### config.mk
export PLATFORM = sky130hd
export DESIGN_NAME = frame_parser_xor_checksum_top
export DESIGN_NICKNAME = d
export VERILOG_FILES = /design/src/rtl/fpxc_pkg.sv /design/src/rtl/fpxc_step.sv /design/src/rtl/frame_parser_xor_checksum_top.sv
export SDC_FILE = /design/constraint.sdc
export NUM_CORES = 1
export LEC_CHECK = 0
export ABC_AREA = 1
export BUFFER_PORTS_ARGS = -buffer_cell sky130_fd_sc_hd__buf_2
export CAP_MARGIN = 20
export CORE_ASPECT_RATIO = 1.2
export CORE_UTILIZATION = 45
export CTS_BUF_LIST = sky130_fd_sc_hd__clkbuf_4
export CTS_CLUSTER_SIZE = 10
export DETAILED_ROUTE_END_ITERATION = 16
export GPL_ROUTABILITY_DRIVEN = 0
export PLACE_DENSITY_LB_ADDON = 0.12
export SYNTH_ARGS = -nofsm -noshare
export SYNTH_HDL_FRONTEND = slang
export SYNTH_SLANG_ARGS = --single-unit
### constraint.sdc
create_clock -name clock -period 2.31 [get_ports clock]
set_input_delay 0.231 -clock clock [delete_from_list [all_inputs] [get_ports clock]]
set_output_delay 0.231 -clock clock [all_outputs]
set_load 0.005 [all_outputs]
### src/rtl/fpxc_pkg.sv
// fpxc_pkg: shared types and constants of the frame parser with xor checksum
// used by fpxc_step and frame_parser_xor_checksum_top; depends on nothing else

package fpxc_pkg;

   // field widths
   localparam int BYTE_W   = 8;
   localparam int LEN_W    = 6;
   localparam int SEQ_W    = 5;
   localparam int FTYPE_W  = 5;
   localparam int STATUS_W = 2;

   // result tdata layout, lowest bit first, padded to whole bytes
   localparam int RSP_PAYLOAD_LSB = 0;
   localparam int RSP_MARKER_LSB  = RSP_PAYLOAD_LSB + BYTE_W;
   localparam int RSP_SEQ_LSB     = RSP_MARKER_LSB + BYTE_W;
   localparam int RSP_FTYPE_LSB   = RSP_SEQ_LSB + SEQ_W;
   localparam int RSP_LEN_LSB     = RSP_FTYPE_LSB + FTYPE_W;
   localparam int RSP_STATUS_LSB  = RSP_LEN_LSB + LEN_W;
   localparam int RSP_FIELDS_W    = RSP_STATUS_LSB + STATUS_W;
   localparam int RSP_TDATA_W     = ((RSP_FIELDS_W + 7) / 8) * 8;

   // reset value of the length limit register
   localparam logic [LEN_W-1:0] MAX_LEN_RESET = 6'd63;

   // item kinds on the result channel
   localparam logic KIND_DATA   = 1'b0;
   localparam logic KIND_STATUS = 1'b1;

   // frame parse phase
   typedef enum logic [2:0] {
      PH_IDLE = 3'd0,
      PH_HDR1 = 3'd1,
      PH_HDR2 = 3'd2,
      PH_DATA = 3'd3,
      PH_SUM  = 3'd4
   } phase_type;

   // end of frame status codes
   typedef enum logic [STATUS_W-1:0] {
      ST_OK        = 2'd0,
      ST_LEN_LARGE = 2'd1,
      ST_LEN_ZERO  = 2'd2,
      ST_SUM_BAD   = 2'd3
   } status_type;

   // one result item
   typedef struct packed {
      logic                item_kind;
      logic [BYTE_W-1:0]   payload_byte;
      logic [BYTE_W-1:0]   marker_seen;
      logic [SEQ_W-1:0]    seq_number;
      logic [FTYPE_W-1:0]  frame_type;
      logic [LEN_W-1:0]    payload_len;
      status_type          status;
      logic                last;
   } result_type;

endpackage

### src/rtl/fpxc_step.sv
// fpxc_step: per-byte frame parse, holds the frame state and builds one result
// depends on fpxc_pkg

module fpxc_step (
   input  logic                          clock,
   input  logic                          reset,
   input  logic                          step_en,
   input  logic [fpxc_pkg::BYTE_W-1:0]   in_byte,
   input  logic                          frame_start,
   input  logic [fpxc_pkg::LEN_W-1:0]    max_data_len,
   output logic                          res_valid,
   output fpxc_pkg::result_type          res
);

   fpxc_pkg::phase_type            phase_ff, phase_in;
   logic [fpxc_pkg::BYTE_W-1:0]    marker_ff, marker_in;
   logic [fpxc_pkg::LEN_W-1:0]     length_ff, length_in;
   logic [fpxc_pkg::SEQ_W-1:0]     seq_ff, seq_in;
   logic [fpxc_pkg::FTYPE_W-1:0]   ftype_ff, ftype_in;
   logic [fpxc_pkg::LEN_W-1:0]     left_ff, left_in;
   logic [fpxc_pkg::BYTE_W-1:0]    xor_ff, xor_in;
   logic [fpxc_pkg::LEN_W-1:0]     left_dec;
   logic                           len_bad;

   assign left_dec = left_ff - fpxc_pkg::LEN_W'(1);
   assign len_bad  = (length_ff > max_data_len) || (length_ff == '0);

   // next phase
   always_comb begin
      phase_in = phase_ff;
      if (step_en) begin
         if (frame_start) begin
            phase_in = fpxc_pkg::PH_HDR1;
         end else begin
            case (phase_ff)
               fpxc_pkg::PH_HDR1: phase_in = fpxc_pkg::PH_HDR2;
               fpxc_pkg::PH_HDR2: phase_in = len_bad ? fpxc_pkg::PH_IDLE : fpxc_pkg::PH_DATA;
               fpxc_pkg::PH_DATA: begin
                  if (left_dec == '0) phase_in = fpxc_pkg::PH_SUM;
               end
               fpxc_pkg::PH_SUM:  phase_in = fpxc_pkg::PH_IDLE;
               default:           phase_in = fpxc_pkg::PH_IDLE;
            endcase
         end
      end
   end

   // frame fields, running xor and the result item
   always_comb begin
      marker_in = marker_ff;
      length_in = length_ff;
      seq_in    = seq_ff;
      ftype_in  = ftype_ff;
      left_in   = left_ff;
      xor_in    = xor_ff;
      res_valid = 1'b0;
      if (step_en) begin
         if (frame_start) begin
            marker_in = in_byte;
            xor_in    = '0;
         end else begin
            case (phase_ff)
               fpxc_pkg::PH_HDR1: begin
                  length_in = in_byte[7:2];
                  seq_in    = {in_byte[1:0], 3'b000};
                  xor_in    = xor_ff ^ in_byte;
               end
               fpxc_pkg::PH_HDR2: begin
                  seq_in    = {seq_ff[4:3], in_byte[7:5]};
                  ftype_in  = in_byte[4:0];
                  xor_in    = xor_ff ^ in_byte;
                  left_in   = length_ff;
                  res_valid = len_bad;
               end
               fpxc_pkg::PH_DATA: begin
                  xor_in    = xor_ff ^ in_byte;
                  left_in   = left_dec;
                  res_valid = 1'b1;
               end
               fpxc_pkg::PH_SUM: begin
                  res_valid = 1'b1;
               end
               default: begin
                  res_valid = 1'b0;
               end
            endcase
         end
      end

      // status item unless a data byte is passed on
      res.item_kind    = fpxc_pkg::KIND_STATUS;
      res.payload_byte = '0;
      res.marker_seen  = marker_ff;
      res.seq_number   = seq_in;
      res.frame_type   = ftype_in;
      res.payload_len  = length_ff;
      res.last         = 1'b1;
      if (length_ff > max_data_len) begin
         res.status = fpxc_pkg::ST_LEN_LARGE;
      end else if (length_ff == '0) begin
         res.status = fpxc_pkg::ST_LEN_ZERO;
      end else begin
         res.status = fpxc_pkg::ST_OK;
      end
      if (phase_ff == fpxc_pkg::PH_SUM) begin
         res.status = (in_byte == xor_ff) ? fpxc_pkg::ST_OK : fpxc_pkg::ST_SUM_BAD;
      end
      if (phase_ff == fpxc_pkg::PH_DATA) begin
         res.item_kind    = fpxc_pkg::KIND_DATA;
         res.payload_byte = in_byte;
         res.status       = fpxc_pkg::ST_OK;
         res.last         = 1'b0;
      end
   end

   // frame state registers
   always_ff @(posedge clock) begin
      if (reset) begin
         phase_ff  <= fpxc_pkg::PH_IDLE;
         marker_ff <= '0;
         length_ff <= '0;
         seq_ff    <= '0;
         ftype_ff  <= '0;
         left_ff   <= '0;
         xor_ff    <= '0;
      end else begin
         phase_ff  <= phase_in;
         marker_ff <= marker_in;
         length_ff <= length_in;
         seq_ff    <= seq_in;
         ftype_ff  <= ftype_in;
         left_ff   <= left_in;
         xor_ff    <= xor_in;
      end
   end

endmodule

### src/rtl/frame_parser_xor_checksum_top.sv
// frame_parser_xor_checksum_top: input register, parse step and result register
// depends on fpxc_pkg and fpxc_step
//
// Usage
//   req_*  : raw frame bytes, one item per byte; req_tuser set on the start
//            marker byte of every frame. A start always opens a new frame.
//   rsp_*  : one item per data byte (tuser 0), then one status item (tuser 1,
//            tlast 1) that closes the frame. The start marker, bytes outside
//            a frame and header bytes give no item, save a bad length's status.
//   csr_*  : write of the payload length limit; write only while idle.
// Timing
//   A byte taken sits in the input register and is parsed into the result
//   register once that is free or being emptied. One byte per cycle is
//   sustained while rsp_tready stays high; the frame state update is a
//   single pass through the parse step.
// Reset
//   Synchronous: both registers empty, parser idle, length limit 63.
// Stall
//   While rsp_tready is low with a result waiting, the input register still
//   takes one more byte; req_tready drops only when both registers are full.

module frame_parser_xor_checksum_top (
   input  logic                                  clock,
   input  logic                                  reset,
   // input channel
   input  logic                                  req_tvalid,
   output logic                                  req_tready,
   input  logic [7:0]                            req_tdata,   // in_byte
   input  logic                                  req_tuser,   // frame_start
   // result channel
   output logic                                  rsp_tvalid,
   input  logic                                  rsp_tready,
   // payload_byte, marker_seen, seq_number, frame_type, payload_len, status, zero pad
   output logic [fpxc_pkg::RSP_TDATA_W-1:0]      rsp_tdata,
   output logic                                  rsp_tuser,   // item_kind
   output logic                                  rsp_tlast,   // last
   // configuration
   input  logic                                  csr_we,
   input  logic [fpxc_pkg::LEN_W-1:0]            csr_wdata    // max_data_len
);

   logic                             in_valid_ff, in_valid_in;
   logic [fpxc_pkg::BYTE_W-1:0]      in_byte_ff;
   logic                             in_start_ff;
   logic                             out_valid_ff, out_valid_in;
   fpxc_pkg::result_type             out_ff;
   logic [fpxc_pkg::LEN_W-1:0]       max_len_ff;
   logic                             advance;
   logic                             req_take;
   logic                             res_valid;
   fpxc_pkg::result_type             res;

   // handshake control
   assign advance      = in_valid_ff && (!out_valid_ff || rsp_tready);
   assign req_tready   = !in_valid_ff || advance;
   assign req_take     = req_tvalid && req_tready;
   assign in_valid_in  = req_take || (in_valid_ff && !advance);
   assign out_valid_in = (advance && res_valid) || (out_valid_ff && !rsp_tready);

   // length limit register
   always_ff @(posedge clock) begin
      if (reset) begin
         max_len_ff <= fpxc_pkg::MAX_LEN_RESET;
      end else if (csr_we) begin
         max_len_ff <= csr_wdata;
      end
   end

   // input register
   always_ff @(posedge clock) begin
      if (reset) begin
         in_valid_ff <= 1'b0;
      end else begin
         in_valid_ff <= in_valid_in;
      end
      if (req_take) begin
         in_byte_ff  <= req_tdata;
         in_start_ff <= req_tuser;
      end
   end

   fpxc_step u_step (
      .clock        (clock),
      .reset        (reset),
      .step_en      (advance),
      .in_byte      (in_byte_ff),
      .frame_start  (in_start_ff),
      .max_data_len (max_len_ff),
      .res_valid    (res_valid),
      .res          (res)
   );

   // result register
   always_ff @(posedge clock) begin
      if (reset) begin
         out_valid_ff <= 1'b0;
      end else begin
         out_valid_ff <= out_valid_in;
      end
      if (advance && res_valid) begin
         out_ff <= res;
      end
   end

   // result packing
   assign rsp_tvalid = out_valid_ff;
   assign rsp_tuser  = out_ff.item_kind;
   assign rsp_tlast  = out_ff.last;
   assign rsp_tdata  = {{(fpxc_pkg::RSP_TDATA_W - fpxc_pkg::RSP_FIELDS_W){1'b0}},
                        out_ff.status, out_ff.payload_len, out_ff.frame_type,
                        out_ff.seq_number, out_ff.marker_seen, out_ff.payload_byte};

   // a status item and only a status item closes the frame
   assert property (@(posedge clock) disable iff (reset)
      rsp_tvalid |-> (rsp_tlast == rsp_tuser))
      else $error("tlast does not match item kind");

   // data items always carry an ok status
   assert property (@(posedge clock) disable iff (reset)
      (rsp_tvalid && (rsp_tuser == fpxc_pkg::KIND_DATA)) |->
      (out_ff.status == fpxc_pkg::ST_OK))
      else $error("data item with non-ok status");

   // a held input byte is not overwritten while the parser waits
   assert property (@(posedge clock) disable iff (reset)
      (in_valid_ff && !advance) |=> (in_valid_ff && $stable(in_byte_ff)
                                     && $stable(in_start_ff)))
      else $error("input register lost a waiting byte");

   // a zero length status reports a zero length
   assert property (@(posedge clock) disable iff (reset)
      (rsp_tvalid && (out_ff.status == fpxc_pkg::ST_LEN_ZERO)) |->
      (out_ff.payload_len == '0))
      else $error("zero length status with nonzero length");

endmodule

Word level (Yosys, flattened, before mapping). Index checks and enable logic that the tools add are counted.

Reduce and logical (&&, ||, !) cells: 25. $lt $le $gt $ge: 1. Eq/ne operators: 6. $add $sub $neg: 1. Mux-type cells: 22. Bitwise logic cells: 2.

Operator list (number): $mux W5 (5); $mux W8 (2); $logic_not A6 Y1 (2); $pmux W6 S2 (1); $mux W2 (5); $pmux W5 S2 (1); $mux W9 (1); $pmux W3 S3 (1); $eq A8 B8 Y1 (1); $xor A8 B8 Y8 (1); $eq A3 B2 Y1 const B (2); $gt A6 B6 Y1 (1); $mux W3 (2); $reduce_and A2 Y1 (3); $reduce_and A3 Y1 (2); $sub A6 B1 Y6 const B (1); $logic_and A1 B1 Y1 (5); $logic_or A1 B1 Y1 (5); $logic_not A1 Y1 (4); $reduce_bool A2 Y1 (2); $eq A3 B1 Y1 const B (1); $eq A3 B3 Y1 const B (1); $mux W1 (3); $ne A3 B2 Y1 const B (1); 4 further kinds (4).

Bits of input ports: 20. Flip-flop bits (word level): 94.

Logic depth before layout (Yosys ltp).
Depth in word-level cells: 7. Depth in mapped cells: 13. Gate-level depth less buffers: 13.

By module. From an unflattened synthesis, not the netlist that was laid out.

Cell total of the unflattened synthesis: 398. Area, all modules: 3991.3 µm².

Modules (own cells, without submodules): fpxc_step (cells each 303, times used 1, sequential area each 820.8 µm², area each 2287.2 µm²); frame_parser_xor_checksum_top (cells each 95, times used 1, sequential area each 1511.4 µm², area each 1704.1 µm²).

Worst setup path after synthesis. No wires, ideal clock.

Path type: flip-flop to flip-flop. Start: reg max_len_ff[5] (netlist bit). End: reg out_ff, in the netlist rsp_tdata[0] (enable). Data arrival time: 1.883 ns. Slack: 0.037 ns. Path buffers: 0. Data required time: 1.920 ns. Cell stages (with the launch flop): 13. Path through: dfxtp_1 -> inv_1 -> ha_1 -> nand2_1 -> nor2_1 -> nand2_1 -> nand3_1 -> nand2_1 -> nand2_1 -> nand2_1 -> nand2_1 -> nand2_1 -> inv_1.

Longest elaborated chain between the ends: 6.

RTL lines: start, declared (RTL line frame_parser_xor_checksum_top.sv:47) `logic [fpxc_pkg::LEN_W-1:0] max_len_ff;`; start signal, assigned (RTL line frame_parser_xor_checksum_top.sv:63) `max_len_ff <= fpxc_pkg::MAX_LEN_RESET;`; start signal, assigned (RTL line frame_parser_xor_checksum_top.sv:65) `max_len_ff <= csr_wdata;`; $gt A6 B6 Y1 (RTL line fpxc_step.sv:26) `assign len_bad = (length_ff > max_data_len) || (length_ff == '0);`; $logic_or A1 B1 Y1 (RTL line fpxc_step.sv:26); $pmux W1 S2 (RTL line fpxc_step.sv:62) `case (phase_ff)`; $mux W1 (RTL line fpxc_step.sv:58) `if (frame_start) begin`; $mux W1 (RTL line fpxc_step.sv:57) `if (step_en) begin`; $logic_and A1 B1 Y1 (RTL line frame_parser_xor_checksum_top.sv:100) `if (advance && res_valid) begin`; end signal, assigned (RTL line frame_parser_xor_checksum_top.sv:101) `out_ff <= res;`; end, declared (RTL line frame_parser_xor_checksum_top.sv:46) `fpxc_pkg::result_type out_ff;`.

No other way between the ends. A chain may end at the register's enable or synchronous reset.

Final worst setup path.
Start: reg u_step.length_ff[5] (netlist bit). End: reg out_ff, in the netlist rsp_tdata[17] (enable).

Longest elaborated chain between the ends: 6. Elaborated cells between the ends (all ways): 7. Classes of those cells: 1 x order compare; 3 x mux; 3 x reduce/logical.

RTL lines: start, declared (RTL line fpxc_step.sv:17) `logic [fpxc_pkg::LEN_W-1:0] length_ff, length_in;`; start signal, assigned (RTL line fpxc_step.sv:129) `length_ff <= length_in;`; $gt A6 B6 Y1 / $logic_not A6 Y1 (equally long branches) (RTL line fpxc_step.sv:26); $logic_or A1 B1 Y1 * (RTL line fpxc_step.sv:26); $pmux W1 S2 * (RTL line fpxc_step.sv:62); $mux W1 * (RTL line fpxc_step.sv:58); $mux W1 * (RTL line fpxc_step.sv:57); $logic_and A1 B1 Y1 * (RTL line frame_parser_xor_checksum_top.sv:100).

Every way passes the cells marked *; elsewhere a longest branch is shown, timed or not.

==> impl_metrics.ini <==
[status]
status = finished clean

[timing]
slew_viol_final = 0
skew_ns = 0.0293
fin_tns_setup_ns = 0
finalHoldViolations = 0
period_needed_ns = 1.98
tightest_slew_ns = 0.605
timing.final.crit_share_pct = 85.8
rsz0062_at_grt = no
max-slew-margin-rel_pct = 59.4
max_freq_ghz = 0.505
setup_viol = 0

[detailed_routing]
vias = 2788
drt_iter0_drc = 132
drtPass1Iterations = 4
drtAntennaViolNets = 0
via_per_inst = 4.72
routed_wl_mm = 7.78
wl_per_cell_microns = 13.2
drc = 0

[layout]
synthToLayoutAreaGrowth_pct = 16.8
post-route-util_pct = 54.7
diodes = 0
nets = 500
drive_gt1_share_pct = 22.0

[placed_design]
hpwl_mm = 5.61
port_buffers = 57

[floorplan]
io_pins = 64
die_w_microns = 86.6
initial_core_util_pct = 46.9
core_area_sq_um = 8240
die_h_microns = 103
die_area_sq_um = 8960
num_rows = 36

[clock_tree]
clock_latency_ns = 0.45
h-tree-depth = 3
clk_path_buf_depth = 2
cts_hold_buf = 12
cts_resized = 0
post_cts_buffers = 0
cts_buffers = 9
cts.clk_slew.worst_paths_ns = 0.14
cts.sinks = 93
cts_tree = done
cts-root-buf = clkbuf_4

[synthesis]
synthTopCellsByCount = nand2_1, dfxtp_1, inv_1
postSynthAreaPerCell_sq_um = 9.68
synth-seq-area-share_pct = 59.6
synth-async-reset-ratio_pct = 0
syn_area_sq_um = 3860
yosysMostFrequentCell = nand2_1
synth_top_area_cell = edfxtp_1
yosysTopAreaCellShare_pct = 34.2
synthFlopType = dfxtp_1
synth_cell_types = 32
ys_top_cells_by_area = edfxtp_1, dfxtp_1, nand2_1
yosys_register_bits = 93
yosysWarnings = 0
synthCells = 399
synth_edf_count = 44

[global_route]
grt_pass1_vias = 2555
grt_pass1_wl_mm = 12.6
overflow = 0
antenna_found_initial = 0
grt_max_degree = 36
track_usage_pct = 19.0

[setup_path]
setup.worst_path.class = register to register
cp_max_fo = 20
worstReg2RegEnd = rsp_tdata[17]
timing.critical_path.to_type = register
max_stage_delay_ns = 0.37
cp.arrival_ns = 2.12
reg2reg_from = u_step.length_ff[5]
cp_common_cell = nand2_1
required_ns = 2.45
crit_path_top_delay_cell = dfxtp_1
reg2reg_slack_ns = 0.33
r2r_cells = 12
start_kind = register
crit_path_cell_trace = ha_1 -> nand2_1 -> nor2_1 -> nand2_1 -> nand3_1 -> nand2_1 -> nand2_1 -> nand2_1 -> nand2_1 -> nand2_1 -> inv_1 -> buf_4

[power_and_ir_drop]
leakagePower_uw = 0.00192
p_sw_uw = 696
ir_drop_mv = 0.393
power.internal_uw = 2170
clockPowerShare_pct = 31.9
p_comb_share_pct = 5.9
powerDensity_nw_per_um2 = 636
swShare_pct = 24.3
p_seq_share_pct = 62.2

[worst_hold_path]
holdPathStages = 3
worstHoldPathType = input pin to register
holdPathEnd = max_len_ff[4]
holdCritStartpoint = csr_wdata[4]

[run]
cap_violations = 0
per-layer routing:
| metal | wire, microns | share of wire, % | GRT usage, % |
|---|---|---|---|
| met1 | 3560 | 46 | 24.2 |
| met2 | 3810 | 49 | 32.1 |
| met3 | 252 | 3.2 | 2.78 |
| met4 | 157 | 2.0 | 9.23 |
| met5 | 0 | 0 | 0 |
layout by cell type, fill, tap and decap left out, types with 5 or more instances in the layout:
cell type      instances
ha_1                   8
a21oi_1               39
nor2_1                29
buf_2                 57
inv_2                  5
clkbuf_4              10
dfxtp_1               49
o21ai_2                5
edfxtp_1              44
buf_4                  7
conb_1                 6
nand3_1               19
nand2_1               77
dlygate4sd3_1         12
o21ai_0               26
inv_1                 46
stage by stage:
step	instances	hold slack [ns]	total power [uW]	setup WS [ns]	instance area, sq um
after floorplan	404	0.330	1920	0.0371	3880
after global placement	563	0.407	1970	0.370	4240
after detailed placement	563	0.409	1980	0.332	4240
after CTS	591	0.000650	2900	0.310	4510
after global routing	591	0.0139	2990	0.146	4510
final	591	0.0233	2870	0.329	4510
logic make-up after synthesis:
kind of cell               count (synthesis)  synth area share (%)
adders and majority gates                  8                  2.59
buffers and inverters                     70                  8.03
and+or+nand+nor                          141                  16.6
xor gates and xnor gates                   8                  1.81
other                                      1                0.0971
AOI/OAI and AO/OA                         78                  11.3
DFF                                       93                  59.6
sequential cells by signal, indices dropped and copies added (netlist names):
signal	count
max_len_ff	6
u_step.length_ff	6
rsp_tdata	34
in_start_ff	1
rsp_tuser	1
u_step.phase_ff	3
u_step.marker_ff	8
in_valid_ff	1
u_step.seq_ff	5
in_byte_ff	8
u_step.xor_ff	8
u_step.left_ff	6
rsp_tvalid	1
u_step.ftype_ff	5
power groups by stage:
| stage | Clock, uW | Combinational, uW | Sequential, uW |
|---|---|---|---|
| floorplan | 0 | 114 | 1810 |
| global placement | 0 | 153 | 1820 |
| detailed placement | 0 | 154 | 1820 |
| CTS | 944 | 170 | 1780 |
| global route | 1000 | 195 | 1790 |
| finish | 917 | 170 | 1780 |
how the worst max path moves through the flow:
stage / startpoint / endpoint / slack [ns] / cells after the start
floorplan: max_len_ff[5] / rsp_tdata[0] / 0.04 / 12
global placement: u_step.length_ff[5] / rsp_tdata[19] / 0.37 / 12
detailed placement: u_step.length_ff[5] / rsp_tdata[33] / 0.33 / 12
CTS: max_len_ff[5] / rsp_tdata[26] / 0.31 / 13
global route: u_step.length_ff[5] / rsp_tdata[28] / 0.15 / 12
finish: u_step.length_ff[5] / rsp_tdata[17] / 0.33 / 12
critical path, delay by kind of cell (launching register included):
kind / cells / cell delay, ns
fa+ha+maj: 1 / 0.30
buf+inv: 2 / 0.34
flops: 1 / 0.37
simple gates: 9 / 0.68
area by class of cell:
type | instances | area [sq um]
repair buffers | 76 | 458
multi-input cells | 241 | 1270
fillers | 745 | 3730
clock inverters | 6 | 72.6
flip-flops and latches | 93 | 2300
clock buffers | 10 | 75.1
inverters | 51 | 191
well taps | 114 | 143
(Power assumes the default switching activity.)
